--- src/design/assert_macros.svh ---
// Assertion macros used by the design file nibble_wildcard_pattern_scan.
`ifndef ASSERT_MACROS_SVH
`define ASSERT_MACROS_SVH

`ifndef NO_ASSERTIONS

`define NWPS_ASSERT(label, prop, msg) \
	label: assert property (@(posedge clk) disable iff (!arst_n) prop) else $error(msg);

`define NWPS_ASSERT_NEVER(label, expr, msg) \
	label: assert property (@(posedge clk) disable iff (!arst_n) !(expr)) else $error(msg);

`else

`define NWPS_ASSERT(label, prop, msg)

`define NWPS_ASSERT_NEVER(label, expr, msg)

`endif

`endif

--- src/design/nwps_pkg.sv ---
package nwps_pkg;

	localparam int unsigned BYTE_W = 8;
	localparam int unsigned NIBBLE_W = 4;
	localparam int unsigned PAT_BYTES = 16;
	localparam int unsigned WILD_W = 32;
	localparam int unsigned LEN_W = 5;
	localparam int unsigned COUNT_W = 31;
	localparam int unsigned APB_DATA_W = 64;
	localparam int unsigned APB_ADDR_W = 5;
	localparam logic [LEN_W-1:0] LEN_RESET = LEN_W'(1);
	localparam logic [NIBBLE_W-1:0] NIBBLE_MASK = 4'hF;
	localparam logic [COUNT_W-1:0] COUNT_MAX = {COUNT_W{1'b1}};

	typedef enum logic [1:0] {
		REG_PAT_LO = 2'd0,
		REG_PAT_HI = 2'd1,
		REG_WILD   = 2'd2,
		REG_LEN    = 2'd3
	} reg_idx_t;

	typedef logic [BYTE_W-1:0] byte_t;

	typedef struct packed {
		logic [PAT_BYTES-1:0][BYTE_W-1:0] pattern;
		logic [WILD_W-1:0]                wild;
	} pat_cfg_t;

endpackage

--- src/design/nwps_if.sv ---
interface nwps_in_if;
	logic                         valid;
	logic                         ready;
	logic [nwps_pkg::BYTE_W-1:0]  data_byte;
	logic                         end_of_buffer;

	modport source (output valid, output data_byte, output end_of_buffer, input ready);
	modport sink (input valid, input data_byte, input end_of_buffer, output ready);
endinterface

interface nwps_out_if;
	logic                          valid;
	logic                          ready;
	logic                          found;
	logic [nwps_pkg::COUNT_W-1:0]  match_offset;

	modport source (output valid, output found, output match_offset, input ready);
	modport sink (input valid, input found, input match_offset, output ready);
endinterface

--- src/design/nwps_match.sv ---
module nwps_match #(
	parameter int unsigned MAX_PATTERN_BYTES = 16
) (
	input  nwps_pkg::byte_t [MAX_PATTERN_BYTES-1:0] window,
	input  nwps_pkg::pat_cfg_t                      cfg,
	input  logic [nwps_pkg::LEN_W-1:0]              len,
	output logic                                    hit
);
	import nwps_pkg::*;

	logic [MAX_PATTERN_BYTES-1:0] pos_ok;

	always_comb begin
		logic [LEN_W-1:0]    pi;
		byte_t               pb;
		byte_t               wb;
		logic                wild_hi;
		logic                wild_lo;
		logic                hi_ok;
		logic                lo_ok;
		for (int p = 0; p < MAX_PATTERN_BYTES; p++) begin
			pi = len - LEN_W'(1) - LEN_W'(p);
			pb = cfg.pattern[pi[3:0]];
			wb = window[p];
			wild_hi = cfg.wild[{pi[3:0], 1'b0}];
			wild_lo = cfg.wild[{pi[3:0], 1'b1}];
			hi_ok = wild_hi || ((wb[7:4] & NIBBLE_MASK) == (pb[7:4] & NIBBLE_MASK));
			lo_ok = wild_lo || ((wb[3:0] & NIBBLE_MASK) == (pb[3:0] & NIBBLE_MASK));
			pos_ok[p] = (LEN_W'(p) >= len) || (hi_ok && lo_ok);
		end
	end

	assign hit = &pos_ok;

endmodule

--- src/design/nibble_wildcard_pattern_scan.sv ---
// Scans each buffer of a byte stream for the first place where a pattern of 1
// to 16 bytes occurs, each pattern nibble either fixed or a wildcard. One byte
// is taken per cycle: the byte lands in an input register, the whole window is
// compared with the pattern in that cycle, and the result word is held in an
// output register, so a new byte can enter every cycle while the result side
// keeps up. A buffer gives exactly one result word: found with the start offset
// of the first match, or found low when its last byte arrives without a match.
// Bytes after a match are dropped until the end of the buffer. The user must
// write APB registers only while the stream is idle; this is not enforced.
module nibble_wildcard_pattern_scan #(
	parameter int unsigned MAX_PATTERN_BYTES = 16
) (
	input  logic                              clk,
	input  logic                              arst_n,
	nwps_in_if.sink                           in_ch,
	nwps_out_if.source                        out_ch,
	input  logic                              psel,
	input  logic                              penable,
	input  logic                              pwrite,
	input  logic [nwps_pkg::APB_ADDR_W-1:0]   paddr,
	input  logic [nwps_pkg::APB_DATA_W-1:0]   pwdata,
	output logic [nwps_pkg::APB_DATA_W-1:0]   prdata,
	output logic                              pready
);
	import nwps_pkg::*;

	localparam logic [LEN_W-1:0] MaxLen = LEN_W'(MAX_PATTERN_BYTES);

	logic [63:0]            pat_lo_q;
	logic [63:0]            pat_hi_q;
	logic [WILD_W-1:0]      wild_q;
	logic [LEN_W-1:0]       len_q;
	reg_idx_t               reg_idx;
	logic                   cfg_wr;
	pat_cfg_t               cfg;
	logic [LEN_W-1:0]       len_eff;

	logic                   s1_valid_q;
	byte_t                  data_s1;
	logic                   last_s1;

	byte_t [MAX_PATTERN_BYTES-1:0] window_q;
	byte_t [MAX_PATTERN_BYTES-1:0] win_cur;
	logic [COUNT_W-1:0]     seen_q;
	logic                   reported_q;

	logic                   out_valid_q;
	logic                   found_q;
	logic [COUNT_W-1:0]     offset_q;

	logic                   adv;
	logic                   s1_fire;
	logic                   in_fire;
	logic                   window_hit;
	logic                   enough;
	logic                   hit;
	logic                   res_load;

	assign reg_idx = reg_idx_t'(paddr[4:3]);
	assign cfg_wr = psel && penable && pwrite;
	assign pready = 1'b1;

	always_ff @(posedge clk or negedge arst_n) begin
		if (!arst_n) begin
			pat_lo_q <= '0;
			pat_hi_q <= '0;
			wild_q <= '0;
			len_q <= LEN_RESET;
		end else if (cfg_wr) begin
			unique case (reg_idx)
				REG_PAT_LO: pat_lo_q <= pwdata;
				REG_PAT_HI: pat_hi_q <= pwdata;
				REG_WILD:   wild_q <= pwdata[WILD_W-1:0];
				REG_LEN:    len_q <= pwdata[LEN_W-1:0];
				default:    ;
			endcase
		end
	end

	always_comb begin
		unique case (reg_idx)
			REG_PAT_LO: prdata = pat_lo_q;
			REG_PAT_HI: prdata = pat_hi_q;
			REG_WILD:   prdata = {{(APB_DATA_W-WILD_W){1'b0}}, wild_q};
			REG_LEN:    prdata = {{(APB_DATA_W-LEN_W){1'b0}}, len_q};
			default:    prdata = '0;
		endcase
	end

	assign cfg.pattern = {pat_hi_q, pat_lo_q};
	assign cfg.wild = wild_q;

	always_comb begin
		if (len_q == '0) begin
			len_eff = LEN_W'(1);
		end else if (len_q > MaxLen) begin
			len_eff = MaxLen;
		end else begin
			len_eff = len_q;
		end
	end

	assign adv = !out_valid_q || out_ch.ready;
	assign s1_fire = s1_valid_q && adv;
	assign in_ch.ready = !s1_valid_q || adv;
	assign in_fire = in_ch.valid && in_ch.ready;

	always_ff @(posedge clk or negedge arst_n) begin
		if (!arst_n) begin
			s1_valid_q <= 1'b0;
		end else if (in_ch.ready) begin
			s1_valid_q <= in_ch.valid;
		end
	end

	always_ff @(posedge clk) begin
		if (in_fire) begin
			data_s1 <= in_ch.data_byte;
			last_s1 <= in_ch.end_of_buffer;
		end
	end

	always_comb begin
		win_cur[0] = data_s1;
		for (int p = 1; p < MAX_PATTERN_BYTES; p++) begin
			win_cur[p] = window_q[p-1];
		end
	end

	nwps_match #(
		.MAX_PATTERN_BYTES(MAX_PATTERN_BYTES)
	) u_match (
		.window(win_cur),
		.cfg(cfg),
		.len(len_eff),
		.hit(window_hit)
	);

	assign enough = seen_q >= (COUNT_W'(len_eff) - COUNT_W'(1));
	assign hit = !reported_q && window_hit && enough;
	assign res_load = s1_fire && !reported_q && (hit || last_s1);

	always_ff @(posedge clk or negedge arst_n) begin
		if (!arst_n) begin
			window_q <= '0;
			seen_q <= '0;
			reported_q <= 1'b0;
		end else if (s1_fire) begin
			if (last_s1) begin
				window_q <= '0;
				seen_q <= '0;
				reported_q <= 1'b0;
			end else if (!reported_q) begin
				window_q <= win_cur;
				if (seen_q != COUNT_MAX) begin
					seen_q <= seen_q + COUNT_W'(1);
				end
				reported_q <= hit;
			end
		end
	end

	always_ff @(posedge clk or negedge arst_n) begin
		if (!arst_n) begin
			out_valid_q <= 1'b0;
		end else if (res_load) begin
			out_valid_q <= 1'b1;
		end else if (out_ch.ready) begin
			out_valid_q <= 1'b0;
		end
	end

	always_ff @(posedge clk) begin
		if (res_load) begin
			found_q <= hit;
			offset_q <= hit ? (seen_q - (COUNT_W'(len_eff) - COUNT_W'(1))) : '0;
		end
	end

	assign out_ch.valid = out_valid_q;
	assign out_ch.found = found_q;
	assign out_ch.match_offset = offset_q;

`include "assert_macros.svh"

	`NWPS_ASSERT(a_miss_zero_offset, out_valid_q && !found_q |-> offset_q == '0, "Miss word carries a nonzero offset.")
	`NWPS_ASSERT(a_last_clears, s1_fire && last_s1 |=> seen_q == '0 && !reported_q, "End of buffer did not clear the scan state.")
	`NWPS_ASSERT_NEVER(a_no_second_word, res_load && reported_q, "A second result word was loaded for one buffer.")
	`NWPS_ASSERT(a_empty_stage_ready, !s1_valid_q |-> in_ch.ready, "Input stalled with an empty input stage.")
	`NWPS_ASSERT(a_held_word, out_valid_q && !out_ch.ready |=> out_valid_q && $stable(offset_q), "Result word changed while stalled.")

endmodule
--- src/flat_wrapper.sv ---
// flat-port wrapper written by rule: the top's interface ports become plain ports
module nibble_wildcard_pattern_scan_flat import nwps_pkg::*;
#(
	parameter int unsigned MAX_PATTERN_BYTES = 16
)
  (clk, arst_n, psel, penable, pwrite, paddr, pwdata, prdata, pready, in_ch_valid, in_ch_data_byte, in_ch_end_of_buffer, in_ch_ready, out_ch_valid, out_ch_found, out_ch_match_offset, out_ch_ready);
  nwps_in_if in_ch_i ();
  nwps_out_if out_ch_i ();
  input  logic clk;
  input  logic arst_n;
  input  logic psel;
  input  logic penable;
  input  logic pwrite;
  input  logic [nwps_pkg::APB_ADDR_W-1:0] paddr;
  input  logic [nwps_pkg::APB_DATA_W-1:0] pwdata;
  output logic [nwps_pkg::APB_DATA_W-1:0] prdata;
  output logic pready;
  input wire logic [$bits(in_ch_i.valid)-1:0] in_ch_valid;
  input wire logic [$bits(in_ch_i.data_byte)-1:0] in_ch_data_byte;
  input wire logic [$bits(in_ch_i.end_of_buffer)-1:0] in_ch_end_of_buffer;
  output wire logic [$bits(in_ch_i.ready)-1:0] in_ch_ready;
  output wire logic [$bits(out_ch_i.valid)-1:0] out_ch_valid;
  output wire logic [$bits(out_ch_i.found)-1:0] out_ch_found;
  output wire logic [$bits(out_ch_i.match_offset)-1:0] out_ch_match_offset;
  input wire logic [$bits(out_ch_i.ready)-1:0] out_ch_ready;
  assign in_ch_i.valid = in_ch_valid;
  assign in_ch_i.data_byte = in_ch_data_byte;
  assign in_ch_i.end_of_buffer = in_ch_end_of_buffer;
  assign in_ch_ready = in_ch_i.ready;
  assign out_ch_valid = out_ch_i.valid;
  assign out_ch_found = out_ch_i.found;
  assign out_ch_match_offset = out_ch_i.match_offset;
  assign out_ch_i.ready = out_ch_ready;
  nibble_wildcard_pattern_scan #(.MAX_PATTERN_BYTES(MAX_PATTERN_BYTES)) u_core (.clk(clk), .arst_n(arst_n), .in_ch(in_ch_i), .out_ch(out_ch_i), .psel(psel), .penable(penable), .pwrite(pwrite), .paddr(paddr), .pwdata(pwdata), .prdata(prdata), .pready(pready));
endmodule
--- config.mk ---
export PLATFORM = sky130hd
export DESIGN_NAME = nibble_wildcard_pattern_scan_flat
export DESIGN_NICKNAME = d
export VERILOG_FILES = /design/src/design/nwps_pkg.sv /design/src/design/nwps_if.sv /design/src/design/nwps_match.sv /design/src/design/nibble_wildcard_pattern_scan.sv /design/src/flat_wrapper.sv
export VERILOG_INCLUDE_DIRS = /design/src /design/src/design
export SDC_FILE = /design/constraint.sdc
export NUM_CORES = 1
export LEC_CHECK = 0
export BUFFER_PORTS_ARGS = -buffer_cell sky130_fd_sc_hd__buf_2
export CAP_MARGIN = 20
export CORE_UTILIZATION = 50
export DETAILED_ROUTE_END_ITERATION = 10
export PLACE_DENSITY = 0.74
export SLEW_MARGIN = 10
export SYNTH_ARGS = -nofsm -noshare
export SYNTH_HDL_FRONTEND = slang
export SYNTH_HIERARCHICAL = 1
export SYNTH_SLANG_ARGS = --single-unit
export TNS_END_PERCENT = 30
--- constraint.sdc ---
create_clock -name clk -period 11.1 [get_ports clk]
set_input_delay 0 -clock clk [delete_from_list [all_inputs] [get_ports clk]]
set_output_delay 0 -clock clk [all_outputs]
set_load 0.02 [all_outputs]
### Word level (Yosys, flattened, before mapping)

Cells that the tools add are included.

| storage, ports and cells | value |
|---|---|
| register bits | 360 |
| input bits | 85 |

| operators by class | value |
|---|---|
| $add $sub $neg | 19 |
| magnitude comparators | 66 |
| equality and inequality tests | 37 |
| muxes and demuxes | 108 |
| reductions and logical operators | 89 |

Operator list:

| cell | count |
|---|---|
| $bmux W8 S4 | 16 |
| $pmux W64 S4 | 1 |
| $mux W120 | 2 |
| $lt A5 B6 Y1 const B | 32 |
| $bmux W1 S4 | 32 |
| $eq A4 B4 Y1 | 32 |
| $mux W8 | 16 |
| $mux W31 | 3 |
| $lt A4 B5 Y1 const B | 16 |
| $logic_or A1 B1 Y1 | 51 |
| $ge A4 B5 Y1 const A | 8 |
| $mux W1 | 36 |
| $sub A4 B4 Y4 const B | 8 |
| $add A31 B1 Y31 const B | 1 |
| $ge A31 B31 Y1 | 1 |
| $ne A31 B31 Y1 const B | 1 |
| $sub A31 B31 Y31 | 1 |
| $logic_and A1 B1 Y1 | 24 |
| $ge A3 B5 Y1 const A | 4 |
| $reduce_and A16 Y1 | 1 |
| $sub A4 B3 Y4 const B | 4 |
| $ge A1 B5 Y1 const A | 2 |
| $ge A2 B5 Y1 const A | 2 |
| $mux W5 | 2 |
| other kinds (13) | 23 |

### Longest topological paths before layout

| logic depth | value |
|---|---|
| depth after elaboration | 17 |
| depth in mapped cells | 30 |
| mapped depth without buffers | 20 |

### Modules after synthesis

The synthesis kept the hierarchy.

By module, submodules not included:

| module | times used | cells an instance | area an instance (um^2) |
|---|---|---|---|
| nibble_wildcard_pattern_scan | 1 | 1314 | 16250.6 |
| nwps_match | 1 | 996 | 10002.1 |

### Least setup slack after synthesis

No wires, ideal clock.

| timing path | value |
|---|---|
| path kind | reg2reg |
| start point | reg u_core.len_q[1] |
| end point | reg u_core.found_q, in the netlist u_core/out_ch.found (enable) |
| arrival | 7.545 ns |
| slack | 3.094 ns |
| stages on the path, launching flop included | 26 |
| path buffers | 5 |
| cells stage by stage | dfrtp_1 -> nor3_1 -> nor2_1 -> nor2_1 -> buf_4 -> inv_2 -> buf_4 -> buf_2 -> buf_2 -> ha_1 -> or4bb_1 -> o21a_1 -> o311ai_4 -> mux4_2 -> xnor2_1 -> nor4_1 -> o211ai_1 -> nor4_1 -> nand4_1 -> a2111oi_2 -> nand3_1 -> o32a_1 -> buf_2 -> inv_2 -> nor2_1 -> nor3_1 |

| on the way | value |
|---|---|
| longest elaborated chain between the ends | 16 |
| elaborated cells between the ends (all ways) | 235 |

RTL lines:

| element | line | RTL |
|---|---|---|
| start, declared | nibble_wildcard_pattern_scan.sv:32 | `logic [LEN_W-1:0] len_q;` |
| start signal, assigned | nibble_wildcard_pattern_scan.sv:74 | `REG_LEN: len_q <= pwdata[LEN_W-1:0];` |
| $gt A5 B5 Y1 | nibble_wildcard_pattern_scan.sv:96 | `end else if (len_q > MaxLen) begin` |
| $mux W5 | nibble_wildcard_pattern_scan.sv:96 |  |
| $mux W5 (*) | nibble_wildcard_pattern_scan.sv:94 | `if (len_q == '0) begin` |
| net u_core.len_eff[0] | nibble_wildcard_pattern_scan.sv:36 | `logic [LEN_W-1:0] len_eff;` |
| $sub A4 B1 Y4 | nwps_match.sv:22 | `pi = len - LEN_W'(1) - LEN_W'(p);` |
| $sub A4 B1 Y4, or another cell as far along | nwps_match.sv:22 |  |
| $bmux W8 S4 | nwps_match.sv:23 | `pb = cfg.pattern[pi[3:0]];` |
| $mux W8 (not written as such) | nwps_match.sv:23 |  |
| [3 not listed] | - |  |
| $logic_or A1 B1 Y1 | nwps_match.sv:29 | `pos_ok[p] = (LEN_W'(p) >= len) \|\| (hi_ok && lo_ok);` |
| $reduce_and A16 Y1 (*) | nwps_match.sv:33 | `assign hit = &pos_ok;` |
| net u_core.window_hit | nibble_wildcard_pattern_scan.sv:54 | `logic window_hit;` |
| $logic_and A1 B1 Y1 (*) (2 in a row) | nibble_wildcard_pattern_scan.sv:140 | `assign hit = !reported_q && window_hit && enough;` |
| net u_core.hit | nibble_wildcard_pattern_scan.sv:56 | `logic hit;` |
| $logic_or A1 B1 Y1 (*) | nibble_wildcard_pattern_scan.sv:141 | `assign res_load = s1_fire && !reported_q && (hit \|\| last_s1);` |
| $logic_and A1 B1 Y1 (*) | nibble_wildcard_pattern_scan.sv:141 |  |
| net u_core.res_load | nibble_wildcard_pattern_scan.sv:57 | `logic res_load;` |
| end signal, assigned | nibble_wildcard_pattern_scan.sv:175 | `found_q <= hit;` |
| end, declared | nibble_wildcard_pattern_scan.sv:48 | `logic found_q;` |

Mark *: on every way through the listed nets, which the timed path passes. The rest lies on a longest branch. The select of a mux whose other input is x is not followed.
A chain may end at the register's enable or synchronous reset.

### Worst setup path after layout

| timing path | value |
|---|---|
| start point | reg u_core.len_q[4] |
| end point | reg u_core.offset_q[4], in the netlist u_core/out_ch.match_offset[4] (enable) |

| on the way | value |
|---|---|
| longest elaborated chain between the ends | 16 |
| elaborated cells between the ends (all ways) | 235 |

RTL lines:

| element | line | RTL |
|---|---|---|
| $gt A5 B5 Y1 | nibble_wildcard_pattern_scan.sv:96 |  |
| $mux W5 | nibble_wildcard_pattern_scan.sv:96 |  |
| $mux W5 (*) | nibble_wildcard_pattern_scan.sv:94 |  |
| net u_core.len_eff[0] | nibble_wildcard_pattern_scan.sv:36 |  |
| $sub A4 B1 Y4 | nwps_match.sv:22 |  |
| $sub A4 B1 Y4, or another cell as far along | nwps_match.sv:22 |  |
| $bmux W8 S4 | nwps_match.sv:23 |  |
| $mux W8 (not written as such) | nwps_match.sv:23 |  |
| [3 not listed] | - |  |
| $logic_or A1 B1 Y1 | nwps_match.sv:29 |  |
| $reduce_and A16 Y1 (*) | nwps_match.sv:33 |  |
| net u_core.window_hit | nibble_wildcard_pattern_scan.sv:54 |  |
| $logic_and A1 B1 Y1 (*) (2 in a row) | nibble_wildcard_pattern_scan.sv:140 |  |
| net u_core.hit | nibble_wildcard_pattern_scan.sv:56 |  |
| $logic_or A1 B1 Y1 (*) | nibble_wildcard_pattern_scan.sv:141 |  |
| $logic_and A1 B1 Y1 (*) | nibble_wildcard_pattern_scan.sv:141 |  |
| net u_core.res_load | nibble_wildcard_pattern_scan.sv:57 |  |
| end signal, assigned | nibble_wildcard_pattern_scan.sv:176 | `offset_q <= hit ? (seen_q - (COUNT_W'(len_eff) - COUNT_W'(1))) : '0;` |
| end, declared | nibble_wildcard_pattern_scan.sv:49 | `logic [COUNT_W-1:0] offset_q;` |

Marks and branches as above.

==> metrics.txt <==
leakage 13.4 nW; dpl cells 3,067; htree depth 2; slew at the pin closest to its max-slew limit about 1.1 ns; Pwr Total 8.57 mW; reg-to-reg slack, setup 2.14 ns; post-cts sizing count 0; mean post-synth cell area 11.4 um^2; initial drt markers 2,251; Primary FF master, synth dfrtp_1; global-route wire length before repair 131 mm; fmax 112 MHz; port bufs 179; xor-xnor portion of the synthesized cell area 6.19%; worst r2r path cells 22; clk_lat worst skew 0.60 ns; unrepaired setup endpoints after global routing false; Final nets 2,634; Hold Crit Class in2async; post-detailed-route via-to-cell ratio 6.46; final std cells w/o fill 3,226; synthesized area between 20,000 and 30,000 um^2; most common cell after layout, fill and taps aside mux2i_1; critical path depth 22; Startpoint Class flip-flop; Yosys top cell area share 30.3%; IO Pins 184; Setup Total Neg Slack 0 ns; adder and majority cell fraction of the synthesized area ~1.8%; Slew Viols, Final 0; CP max stage cell xnor2_2; core area 51,600 um^2; total die area 53,400 um^2; FF+latch count, synth 360; sequential area share after synthesis 35.1%; # clock sinks 360; WS Path Type reg2reg; routed len/inst 27.4 um; Unique masters post-synth between 80 and 90; Slew HR between 20% and 30%; final core occ approximately three fifths; most used cell, CP buf_4; cells after synthesis 2,310; crit-path cells nor2_4 > clkinv_2 > ha_1 > xnor2_4 > buf_4 > o21ai_0 > xnor2_2 > buf_4 > mux2i_1 > xnor2_1 > a41oi_1 > o21a_1 > a311oi_1 > nand4_1 > a2111oi_2 > nand3_1 > o32a_1 > buf_8 > inv_2 > nor2_1 > nor3_2 > buf_4; largest net degree at the start of global routing 101; Req. time, crit path 11.34 ns; VDD IR max 0.176 mV; Synth warnings 6; sw frac 45.8%; Critical Path AT 9.20 ns; Synth-to-Final Area Change 14.2%; remaining antenna violation count 0; power per cell area 286 nW/um^2; Post-synth EDFFs 41; Gate power share 61.3%; CTS Buffer Depth 3; simple-gate portion of the synthesized area 8.48%; DP HPWL 67.3 mm; Critical Path Sink Type flip-flop; crit share post-route about four fifths; CP endpoint u_core/out_ch.match_offset[4]; Crit Path Max Fanout 35; critical path's top delay family buffers and inverters; gpl congestion 1.00; grt ovf 0; status completed; CTS root buf clkbuf_16; Vert. Die Dim between 200 and 250 um; Synth Area in Compound Gates 10.6%; First-pass DRT Iterations 8; total CTS buffers 42; Clock power frac around 18%; Int Power 4.64 mW; antenna violations before repair 2; Crit Reg-Reg Endpoint u_core/out_ch.match_offset[4]; Post-synth ARST share 88.6%; total of max-cap violations 0; CP startpoint u_core/len_q[4]; delay of the slowest cell on the worst path about 0.82 ns; NetSw slightly below 4 mW; area leader, netlist dfrtp_1; drt drc 0; total routed wirelength 88.5 mm; largest family of logic cells by synthesized area multiplexers; Area contributors post-synth dfrtp_1, mux2i_1, mux2_2; RR Startpoint u_core/len_q[4]; final setup fails 0; Seq pwr share 20.9%; Tot GR Track Use 33.1%; vias in the first global route 20.3k; Worst Path Buf+Inv 6; commonest non-fill, non-tap cells in the layout mux2i_1, dfrtp_1, mux2_2; Chip Width 231 um; min cycle time layout 8.96 ns; Via Count 20.8k; mux share of post-synthesis cell area between 30% and 40%; Clock Skew 0.0263 ns; Final Hold Fails 0; Rows 83; Clock transition at path regs approximately 0.06 ns; share of layout cells above drive strength 1 27.7%; Starting Density 50.9%; CTS tree done
-- layout make-up --
class,count,area (um^2)
flip-flops and latches,360,9220
clock inverters,23,312
repair buffers,292,1990
fillers,4197,21600
clock buffers,55,1230
multi-input cells,1794,16300
inverters,21,80.1
diodes,1,2.50
well taps,680,851
-- layer usage --
metal	track usage [%]	vias to the layer above	share of wire, %
li1	-	9158	-
met1	47.0	10600	43
met2	49.3	952	44
met3	5.52	150	8.0
met4	15.4	0	5.1
met5	0	-	0
-- flip-flops by register name (all words and copies together) (netlist names) --
name and count:
u_core/out_ch.match_offset 31, u_core/last_s1 1, u_core/reported_q 1, u_core/s1_valid_q 1, u_core/pat_hi_q 64, u_core/seen_q 31
u_core/pat_lo_q 64, u_core/wild_q 32, u_core/win_cur 120, u_core/out_ch.found 1, u_core/len_q 5, u_core/out_ch.valid 1
u_core/data_s1 8
-- cells by family (layout without fill, tap and decap cells) --
family	Yosys count	in the layout
compound gates	380	380
xor+xnor	176	176
fa+ha+maj	38	38
buf+inv	182	391
flops	360	360
mux	710	710
other cells	1	28
simple gates	463	463
-- synthesized netlist by cell type, types with 4 or more instances --
cell type  instances
nand2_1          133
buf_2             31
buf_4             33
and3_1             9
inv_1             19
o21ai_0           75
a21o_1            23
a31oi_1           11
mux2_2           250
clkbuf_1          64
mux4_2           122
nor4_1            22
o2111ai_1          4
a21oi_1           49
o21bai_1           8
dfrtp_1          318
and2_1             7
a22oi_1           13
a22o_1           122
buf_1             19
nand3_1           25
nor2b_1            8
or3_1             13
ha_1              37
nand2b_1          16
mux2i_1          337
or2_2              4
edfxtp_1          41
nand4b_1           6
o21ai_1            4
buf_6             14
a211oi_1           8
nor3_1            30
xnor2_1           89
nor2_1           142
nand4_1           28
o31ai_1            4
o221ai_1          12
xor2_1            80
-- timing repair --
| item | 4_1_cts | 5_1_grt |
|---|---|---|
| hold buffers | 77 | 0 |
| buffers inserted | 0 | 0 |
| endpoints found under the hold margin | 273 | 0 |
-- power groups by stage --
stage | Clock, mW | Sequential [mW] | Combinational (mW)
final | 1.52 | 1.79 | 5.25
after global routing | 1.59 | 1.80 | 5.50
after CTS | 1.54 | 1.78 | 5.14
after detailed placement | 0 | 1.80 | 5.10
after global placement | 0 | 1.78 | 5.02
after floorplan | 0 | 1.66 | 3.76
-- worst min-delay path by stage --
stage / endpoint / from / cells past startpoint / slack [ns]
global placement: u_core/pat_hi_q[34] / arst_n / 1 / 0.07
CTS: u_core/pat_hi_q[41] / arst_n / 2 / 0.06
detailed placement: u_core/pat_hi_q[41] / arst_n / 1 / 0.08
floorplan: u_core/len_q[1] / arst_n / 0 / -0.30
global route: u_core/pat_lo_q[35] / arst_n / 2 / 0.10
finish: u_core/pat_hi_q[41] / arst_n / 2 / 0.03
-- through the flow --
step / setup WS [ns] / hold WS, ns / instance area [um^2]
2_1_floorplan: 3.09 / -0.296 / 26400
5_1_grt: 1.62 / 0.103 / 30000
6_report: 2.14 / 0.0317 / 30000
3_3_place_gp: 2.16 / 0.0662 / 27600
4_1_cts: 1.89 / 0.0623 / 29900
3_5_place_dp: 1.90 / 0.0793 / 27600
Note: power is estimated with default switching activity, not from simulation.
